--- config.mk ---
export PLATFORM = sky130hd
export DESIGN_NAME = q16_16_fixed_point_alu_flat
export DESIGN_NICKNAME = d
export VERILOG_FILES = /design/src/sv/q16_pkg.sv /design/src/sv/q16_stream_if.sv /design/src/sv/q16_ctrl.sv /design/src/sv/q16_dpath.sv /design/src/sv/q16_16_fixed_point_alu.sv /design/src/flat_wrapper.sv
export SDC_FILE = /design/constraint.sdc
export NUM_CORES = 2
export LEC_CHECK = 0
export BUFFER_PORTS_ARGS = -buffer_cell sky130_fd_sc_hd__buf_2
export CAP_MARGIN = 10
export CORE_UTILIZATION = 55
export CTS_CLUSTER_DIAMETER = 120
export DETAILED_ROUTE_END_ITERATION = 10
export GPL_ROUTABILITY_DRIVEN = 0
export PLACE_DENSITY = 0.72
export SLEW_MARGIN = 10
export SYNTH_ARGS = -nofsm -noshare
export SYNTH_HDL_FRONTEND = slang
export SYNTH_SLANG_ARGS = --single-unit
--- constraint.sdc ---
create_clock -name clock -period 13.25 [get_ports clock]
set_input_delay 1.9875 -clock clock [delete_from_list [all_inputs] [get_ports clock]]
set_output_delay 1.9875 -clock clock [all_outputs]
set_load 0.01 [all_outputs]
--- src/sv/q16_pkg.sv ---
`timescale 1ns / 1ps
// ----------------------------------------------------------------------------
// q16 package
// Opcodes, status codes, widths and the command/status structs that pass
// between the controller and the datapath.
// ----------------------------------------------------------------------------
package q16_pkg;

   localparam int unsigned DataWidth  = 32;
   localparam int unsigned OpWidth    = 3;
   localparam int unsigned StatWidth  = 2;
   localparam int unsigned DivBits    = 49;   // |a| << 17 is 49 bits
   localparam int unsigned CntWidth   = 6;

   localparam logic [OpWidth-1:0] OpAdd = 3'd0;
   localparam logic [OpWidth-1:0] OpSub = 3'd1;
   localparam logic [OpWidth-1:0] OpMul = 3'd2;
   localparam logic [OpWidth-1:0] OpDiv = 3'd3;
   localparam logic [OpWidth-1:0] OpRem = 3'd4;

   localparam logic [StatWidth-1:0] StOk   = 2'd0;
   localparam logic [StatWidth-1:0] StOvf  = 2'd1;
   localparam logic [StatWidth-1:0] StDiv0 = 2'd2;

   localparam logic [DataWidth-1:0] OvfCode = 32'h8000_0000;

   typedef struct packed {
      logic load;    // capture operands and set up the operation
      logic step;    // one division step / multiply stage
      logic finish;  // form the result
   } q16_cmd_type;

   typedef struct packed {
      logic iter_done;
      logic is_div;
   } q16_stat_type;

endpackage

--- src/sv/q16_stream_if.sv ---
`timescale 1ns / 1ps
// ----------------------------------------------------------------------------
// q16 stream interface
// Valid/ready channels: a request with opcode and two operands, a response with result and status.
// ----------------------------------------------------------------------------
interface q16_req_if;
   logic                                  valid;
   logic                                  ready;
   logic [q16_pkg::OpWidth-1:0]           req_type;
   logic signed [q16_pkg::DataWidth-1:0]  operand_a;
   logic signed [q16_pkg::DataWidth-1:0]  operand_b;
   modport source (output valid, req_type, operand_a, operand_b, input ready);
   modport sink   (input valid, req_type, operand_a, operand_b, output ready);
endinterface

interface q16_rsp_if;
   logic                                  valid;
   logic                                  ready;
   logic signed [q16_pkg::DataWidth-1:0]  result_value;
   logic [q16_pkg::StatWidth-1:0]         status;
   modport source (output valid, result_value, status, input ready);
   modport sink   (input valid, result_value, status, output ready);
endinterface

--- src/sv/q16_ctrl.sv ---
`timescale 1ns / 1ps
// ----------------------------------------------------------------------------
// q16 controller
// Sequences load, division steps or multiply stages, and result hand-off.
// ----------------------------------------------------------------------------
module q16_ctrl (
   input  logic                  clock,
   input  logic                  reset,
   input  logic                  in_valid,
   output logic                  in_ready,
   output logic                  out_valid,
   input  logic                  out_ready,
   output q16_pkg::q16_cmd_type  cmd,
   input  q16_pkg::q16_stat_type stat
);

   typedef enum logic [3:0] {
      IDLE   = 4'b0001,
      RUN    = 4'b0010,
      FINISH = 4'b0100,
      OUTPUT = 4'b1000
   } state_type;

   state_type state_ff, state_in;

   always_comb begin
      state_in   = state_ff;
      cmd        = '0;
      in_ready   = 1'b0;
      out_valid  = 1'b0;
      unique case (state_ff)
         IDLE: begin
            in_ready = 1'b1;
            if (in_valid) begin
               cmd.load = 1'b1;
               state_in = RUN;
            end
         end
         RUN: begin
            cmd.step = 1'b1;
            if (stat.iter_done) state_in = FINISH;
         end
         FINISH: begin
            cmd.finish = 1'b1;
            state_in   = OUTPUT;
         end
         OUTPUT: begin
            out_valid = 1'b1;
            // result register frees as the next transaction comes in
            in_ready  = out_ready;
            if (out_ready) begin
               if (in_valid) begin
                  cmd.load = 1'b1;
                  state_in = RUN;
               end else begin
                  state_in = IDLE;
               end
            end
         end
         default: state_in = IDLE;
      endcase
   end

   always_ff @(posedge clock) begin
      if (reset) state_ff <= IDLE;
      else       state_ff <= state_in;
   end

   a_no_out_in_run: assert property (@(posedge clock) disable iff (reset)
      state_ff == RUN |-> !out_valid) else $error("output during run");
   a_finish_after_run: assert property (@(posedge clock) disable iff (reset)
      state_ff == FINISH |-> $past(state_ff) == RUN) else $error("bad finish");
   a_output_after_finish: assert property (@(posedge clock) disable iff (reset)
      $rose(out_valid) |-> $past(state_ff) == FINISH) else $error("bad output");

endmodule

--- src/sv/q16_dpath.sv ---
`timescale 1ns / 1ps
// ----------------------------------------------------------------------------
// q16 datapath
// Add/subtract, a multiply split into four 16x16 partial products, and a
// restoring division one quotient bit per cycle on magnitudes.
// ----------------------------------------------------------------------------
module q16_dpath (
   input  logic                                 clock,
   input  logic                                 reset,
   input  q16_pkg::q16_cmd_type                 cmd,
   output q16_pkg::q16_stat_type                stat,
   input  logic [q16_pkg::OpWidth-1:0]          req_type,
   input  logic signed [q16_pkg::DataWidth-1:0] operand_a,
   input  logic signed [q16_pkg::DataWidth-1:0] operand_b,
   output logic signed [q16_pkg::DataWidth-1:0] result_value,
   output logic [q16_pkg::StatWidth-1:0]        status
);

   localparam int unsigned W = q16_pkg::DataWidth;
   localparam int unsigned D = q16_pkg::DivBits;

   logic [q16_pkg::OpWidth-1:0]  op_ff;
   logic [W-1:0]                 a_ff, b_ff;
   logic [W-1:0]                 ma_ff, mb_ff;
   logic                         sa_ff, sb_ff;
   logic [q16_pkg::CntWidth-1:0] cnt_ff, cnt_in;
   logic [D-1:0]                 num_ff, num_in;   // dividend shifting out / quotient in
   logic [W:0]                   rem_ff, rem_in;
   logic [63:0]                  prod_ff, prod_in;
   logic signed [W-1:0]          res_ff, res_in;
   logic [q16_pkg::StatWidth-1:0] st_ff, st_in;

   logic [W-1:0] ma_w, mb_w;
   logic [W+1:0] rem_sh, rem_sub;
   logic [15:0]  pa, pb;
   logic [31:0]  pp;

   assign ma_w = operand_a[W-1] ? (~operand_a + 1'b1) : operand_a;
   assign mb_w = operand_b[W-1] ? (~operand_b + 1'b1) : operand_b;

   // multiply partial product chosen by step count
   always_comb begin
      pa = cnt_ff[0] ? ma_ff[31:16] : ma_ff[15:0];
      pb = cnt_ff[1] ? mb_ff[31:16] : mb_ff[15:0];
   end

   assign pp = pa * pb;

   assign rem_sh  = {rem_ff, num_ff[D-1]};
   assign rem_sub = rem_sh - {2'b00, mb_ff};

   always_comb begin
      cnt_in  = cnt_ff;
      num_in  = num_ff;
      rem_in  = rem_ff;
      prod_in = prod_ff;
      if (cmd.load) begin
         cnt_in  = '0;
         // remainder divides |a| itself, divide divides |a| << 17
         num_in  = (req_type == q16_pkg::OpRem) ? {17'd0, ma_w} : {ma_w, 17'd0};
         rem_in  = '0;
         prod_in = '0;
      end else if (cmd.step) begin
         cnt_in = cnt_ff + 1'b1;
         if (op_ff == q16_pkg::OpDiv || op_ff == q16_pkg::OpRem) begin
            if (!rem_sub[W+1]) begin
               rem_in = rem_sub[W:0];
               num_in = {num_ff[D-2:0], 1'b1};
            end else begin
               rem_in = rem_sh[W:0];
               num_in = {num_ff[D-2:0], 1'b0};
            end
         end else if (cnt_ff < 6'd4) begin
            prod_in = prod_ff + ({32'd0, pp} << {cnt_ff[1], 4'd0} << {cnt_ff[0], 4'd0});
         end
      end
   end

   assign stat.is_div    = (op_ff == q16_pkg::OpDiv) || (op_ff == q16_pkg::OpRem);
   assign stat.iter_done = stat.is_div ? (cnt_ff == 6'(D - 1)) : (cnt_ff == 6'd3);

   // result forming
   logic signed [W:0]  sum;
   logic [63:0]        p_s, q_s;
   logic [W:0]         rnd;
   logic               neg;
   logic [W-1:0]       rmag;

   always_comb begin
      res_in = res_ff;
      st_in  = st_ff;
      sum    = '0;
      p_s    = '0;
      q_s    = '0;
      rnd    = '0;
      neg    = sa_ff ^ sb_ff;
      rmag   = '0;
      if (cmd.finish) begin
         res_in = '0;
         st_in  = q16_pkg::StOk;
         case (op_ff)
            q16_pkg::OpAdd, q16_pkg::OpSub: begin
               sum = (op_ff == q16_pkg::OpAdd) ?
                     ({a_ff[W-1], a_ff} + {b_ff[W-1], b_ff}) :
                     ({a_ff[W-1], a_ff} - {b_ff[W-1], b_ff});
               if (sum[W] != sum[W-1]) begin
                  res_in = q16_pkg::OvfCode;
                  st_in  = q16_pkg::StOvf;
               end else begin
                  res_in = sum[W-1:0];
               end
            end
            q16_pkg::OpMul: begin
               p_s = neg ? (~prod_ff + 1'b1) : prod_ff;
               if ((p_s[63:47] != 17'd0) && (p_s[63:47] != 17'h1FFFF)) begin
                  res_in = q16_pkg::OvfCode;
                  st_in  = q16_pkg::StOvf;
               end else begin
                  q_s = p_s + 64'h8000 - {63'd0, p_s[63]};
                  if ((q_s[63:47] != 17'd0) && (q_s[63:47] != 17'h1FFFF)) begin
                     res_in = q16_pkg::OvfCode;
                     st_in  = q16_pkg::StOvf;
                  end else begin
                     res_in = q_s[47:16];
                  end
               end
            end
            q16_pkg::OpDiv: begin
               if (mb_ff == '0) begin
                  res_in = q16_pkg::OvfCode;
                  st_in  = q16_pkg::StDiv0;
               end else if (num_ff[D-1:W] != '0) begin
                  res_in = q16_pkg::OvfCode;
                  st_in  = q16_pkg::StOvf;
               end else begin
                  rnd = ({1'b0, num_ff[W-1:0]} + 1'b1) >> 1;
                  if (rnd[W-1]) begin
                     res_in = q16_pkg::OvfCode;
                     st_in  = q16_pkg::StOvf;
                  end else begin
                     res_in = neg ? (~rnd[W-1:0] + 1'b1) : rnd[W-1:0];
                  end
               end
            end
            q16_pkg::OpRem: begin
               if (mb_ff == '0) begin
                  st_in = q16_pkg::StDiv0;
               end else begin
                  // remainder takes the sign of the dividend
                  rmag   = rem_ff[W-1:0];
                  res_in = sa_ff ? (~rmag + 1'b1) : rmag;
               end
            end
            default: ;
         endcase
      end
   end

   always_ff @(posedge clock) begin
      if (cmd.load) begin
         op_ff <= req_type;
         a_ff  <= operand_a;
         b_ff  <= operand_b;
         ma_ff <= ma_w;
         mb_ff <= mb_w;
         sa_ff <= operand_a[W-1];
         sb_ff <= operand_b[W-1];
      end
      cnt_ff  <= cnt_in;
      rem_ff  <= rem_in;
      prod_ff <= prod_in;
      res_ff  <= res_in;
      num_ff  <= num_in;
   end

   always_ff @(posedge clock) begin
      if (reset) st_ff <= q16_pkg::StOk;
      else       st_ff <= st_in;
   end

   assign result_value = res_ff;
   assign status       = st_ff;

endmodule

--- src/sv/q16_16_fixed_point_alu.sv ---
`timescale 1ns / 1ps
// sequence: every operation steps through run, then finish, then output;
// divide and remainder produce one quotient bit per cycle over 49 bits
// transactions: one at a time, the next accepted as the result leaves
// reset: synchronous active high, returns the controller to idle
// ----------------------------------------------------------------------------
// q16.16 fixed point alu
// Signed Q16.16 add, subtract, multiply, divide and remainder with status.
// ----------------------------------------------------------------------------
module q16_16_fixed_point_alu (
   input  logic       clock,
   input  logic       reset,
   q16_req_if.sink    req,
   q16_rsp_if.source  rsp
);

   q16_pkg::q16_cmd_type  cmd;
   q16_pkg::q16_stat_type stat;

   q16_ctrl u_ctrl (
      .clock     (clock),
      .reset     (reset),
      .in_valid  (req.valid),
      .in_ready  (req.ready),
      .out_valid (rsp.valid),
      .out_ready (rsp.ready),
      .cmd       (cmd),
      .stat      (stat)
   );

   q16_dpath u_dpath (
      .clock        (clock),
      .reset        (reset),
      .cmd          (cmd),
      .stat         (stat),
      .req_type     (req.req_type),
      .operand_a    (req.operand_a),
      .operand_b    (req.operand_b),
      .result_value (rsp.result_value),
      .status       (rsp.status)
   );

endmodule

--- src/flat_wrapper.sv ---
// flat-port wrapper written by rule: the top's interface ports become plain ports
module q16_16_fixed_point_alu_flat 
  (clock, reset, req_valid, req_req_type, req_operand_a, req_operand_b, req_ready, rsp_valid, rsp_result_value, rsp_status, rsp_ready);
  q16_req_if req_i ();
  q16_rsp_if rsp_i ();
  input  logic clock;
  input  logic reset;
  input wire logic [$bits(req_i.valid)-1:0] req_valid;
  input wire logic [$bits(req_i.req_type)-1:0] req_req_type;
  input wire logic [$bits(req_i.operand_a)-1:0] req_operand_a;
  input wire logic [$bits(req_i.operand_b)-1:0] req_operand_b;
  output wire logic [$bits(req_i.ready)-1:0] req_ready;
  output wire logic [$bits(rsp_i.valid)-1:0] rsp_valid;
  output wire logic [$bits(rsp_i.result_value)-1:0] rsp_result_value;
  output wire logic [$bits(rsp_i.status)-1:0] rsp_status;
  input wire logic [$bits(rsp_i.ready)-1:0] rsp_ready;
  assign req_i.valid = req_valid;
  assign req_i.req_type = req_req_type;
  assign req_i.operand_a = req_operand_a;
  assign req_i.operand_b = req_operand_b;
  assign req_ready = req_i.ready;
  assign rsp_valid = rsp_i.valid;
  assign rsp_result_value = rsp_i.result_value;
  assign rsp_status = rsp_i.status;
  assign rsp_i.ready = rsp_ready;
  q16_16_fixed_point_alu u_core (.clock(clock), .reset(reset), .req(req_i), .rsp(rsp_i));
endmodule
==> impl_metrics.py <==
metrics = {
    "setup_path": {
        "critPathCaptureType": "flip-flop",
        "worstRegToRegCells": 40,
        "path_class": "reg2reg",
        "slowest_delay_ns": 0.78,
        "r2r_slack_ns": 1.69,
        "startpoint_type": "flip-flop",
        "crit_arrival_ns": 12.06,
        "required_ns": 13.75,
        "crit_slowest_cell": "mux2i_1",
        "crit_top_cell": "fa_1",
        "path_max_fanout": 39,
    },
    "yosys": {
        "synth-main-ff-cell": "edfxtp_1",
        "synth.top_cell.area_share": 0.167,
        "synthMostInstantiatedCell": "nand2_1",
        "syn_avg_cell_area_um2": 8.19,
        "synth.yosys.seq_area_share": 0.225,
        "yosysWarnings": 0,
        "synth_enable_flop_cells": 210,
        "ys_async_sr_fraction": 0,
        "synth_nets": 5203,
        "ys_ff_latch": 319,
        "syn-cell-area_um2": 37800,
        "syn_inst": 4618,
        "ys_types": 97,
        "ys_top_cells_by_area": "edfxtp_1 17%, ha_1 10%, fa_1 10%",
        "synthTopCellsByCount": "557 x nand2_1, 435 x inv_1, 395 x nor2_1",
        "synth_top_cell_by_area": "edfxtp_1",
    },
    "sta": {
        "drv_slew": 0,
        "max_freq_mhz": 86.5,
        "finalSetupViolCount": 0,
        "fin_crit_sh": 0.872,
        "rsz0062_at_grt": "no",
        "tns_ns": 0,
        "period_needed_ns": 11.56,
        "timing.hold.ws_ns": 0.465,
        "fin_skew_ns": 0.0253,
        "slew_headroom": 0.150,
        "tightestPinTransition_ns": 1.24,
        "hold_viol_final": 0,
    },
    "floorplanning": {
        "start_util": 0.559,
        "placeableCoreArea_um2": 67600,
        "fp.dieArea_um2": 69800,
        "die_x_um": 264,
        "io_pins": 107,
        "die_height_um": 264,
        "rows": 95,
    },
    "global_routing": {
        "first_global_vias": 32500,
        "grt_usage": 0.349,
        "grt_max_degree": 74,
        "grt.overflow.total": 0,
        "grt_pass1_wl_um": 188000,
        "antenna_found_initial": 8,
    },
    "final_layout": {
        "fill_cells": 6078,
        "multi_input_area_um2": 27000,
        "utilization": 0.595,
        "num-nets-final": 5221,
        "drive_gt1_frac": 0.0648,
        "final_cells": 5541,
        "regArea_um2": 8490,
        "synthToLayoutAreaGrowth_pct": 6.46,
    },
    "drt": {
        "vias": 35000,
        "met1_length_um": 51300,
        "wl_met3_um": 13600,
        "vias_per_cell": 6.32,
        "dr.max_layer_used": "met5",
        "avgRoutedWirePerCell_um": 22.2,
        "route.met2.wl_um": 51200,
        "drt_iter0_drc": 4050,
        "drt-total-wl_um": 123000,
        "antenna_left": 0,
        "dr.pass1.iters": 9,
        "drc_errors": 0,
    },
    "place": {
        "dp_cells": 5471,
        "hpwl_um": 97000,
        "io_buffers": 106,
    },
    "clock_tree": {
        "cts.path.max_buffers": 3,
        "path_clk_slew_ns": 0.06,
        "cts_made_buffers": 36,
        "cts_hold_buffers": 0,
        "cts.sinks": 319,
        "cts_resized": 0,
        "cts_tree": "yes",
        "htreeDepth": 2,
        "clock_latency_ns": 0.59,
        "post-cts-setup-buffer-count": 0,
        "cts_root_buf": "clkbuf_16",
    },
    "worst_hold_path": {
        "whs_path_depth": 2,
        "min_path_type": "reg2reg",
    },
    "run": {
        "maxCapViolCount": 0,
    },
    "status": {
        "status": "complete, no violations",
    },
}
## metrics by stage
step	cell area (um^2)	setup slack (ns)
global placement	39000	2.17
floorplan	37800	3.09
CTS	40200	1.93
global route	40200	1.02
finish	40200	1.69
detailed placement	39000	2.01
## cells by family (layout without fill, tap and decap cells)
group / count (synthesis) / count (layout) / share of synthesized area
AOI/OAI and AO/OA: 1165 / 1165 / 0.197
adders and majority gates: 514 / 514 / 0.209
DFF: 319 / 319 / 0.225
buffers and inverters: 601 / 647 / 0.0631
and+or+nand+nor: 1522 / 1522 / 0.188
other: 0 / 4 / 0
xor gates and xnor gates: 426 / 426 / 0.0987
muxes: 71 / 71 / 0.0195
## sequential cells by signal, indices dropped and copies added, names as in the netlist
name and cells:
u_core.u_dpath.op_ff 3, u_core.u_dpath.num_ff 49, u_core.u_dpath.status 2, u_core.u_ctrl.state_ff 4, u_core.u_dpath.result_value 32, u_core.u_dpath.b_ff 32
u_core.u_dpath.mb_ff 31, u_core.u_dpath.rem_ff 33, u_core.u_dpath.prod_ff 64, u_core.u_dpath.ma_ff 31, u_core.u_dpath.a_ff 32, u_core.u_dpath.cnt_ff 6
## layout by cell type (no fill, tap or decap), drive strengths merged, types with 36 or more instances in the layout
cell type / synthesis / final
fa: 197 / 197
nor4: 39 / 39
nor2: 395 / 395
nand4: 44 / 44
nand2: 557 / 557
nor3: 98 / 98
nand2b: 44 / 44
mux2i: 51 / 51
xor2: 180 / 180
or3: 44 / 44
o21bai: 45 / 45
o21ai: 266 / 266
buf: 30 / 146
edfxtp: 210 / 210
o21a: 36 / 36
o31ai: 77 / 77
a21o: 105 / 105
nand3: 88 / 88
inv: 435 / 438
clkbuf: 128 / 43
dfxtp: 109 / 109
a21oi: 340 / 340
ha: 317 / 317
o22ai: 38 / 38
xnor2: 246 / 246
and3: 38 / 38
## routing by layer
layer / track usage / vias up
li1: - / 16300
met1: 0.486 / 16600
met2: 0.520 / 1819
met3: 0.0641 / 298
met4: 0.167 / 4
met5: 0 / -
## worst max-delay path, delay by kind of cell, from the launching register on
kind,cells,cell delay [ns]
compound gates,19,4.15
fa+ha+maj,8,3.76
simple gates,5,1.04
mux,2,0.92
buf+inv,5,0.72
flops,1,0.60
xor+xnor,1,0.27
## area by class of cell
type / count / share of cell area
clock buffer: 43 / 0.0233
sequential: 319 / 0.211
timing repair buffer: 146 / 0.0206
multi-input combinational: 3698 / 0.670
clock inverter: 23 / 0.00681
tap: 873 / 0.0271
antenna: 4 / 0.000249
inverter: 435 / 0.0407
## final timing paths
kind	startpoint	endpoint
max reg2reg	u_core.u_dpath.cnt_ff[0]$_SDFFE_PP0P_	u_core.u_dpath.prod_ff[48]$_SDFFE_PP0P_
max	u_core.u_dpath.cnt_ff[0]$_SDFFE_PP0P_	u_core.u_dpath.prod_ff[48]$_SDFFE_PP0P_
min reg2reg	u_core.u_dpath.status[1]$_SDFFE_PP0P_	u_core.u_dpath.status[1]$_SDFFE_PP0P_
min	u_core.u_dpath.status[1]$_SDFFE_PP0P_	u_core.u_dpath.status[1]$_SDFFE_PP0P_
Power is left out: the tool's default activity adds up to more than one toggle a clock period on the data nets, which glitch-free logic cannot reach.
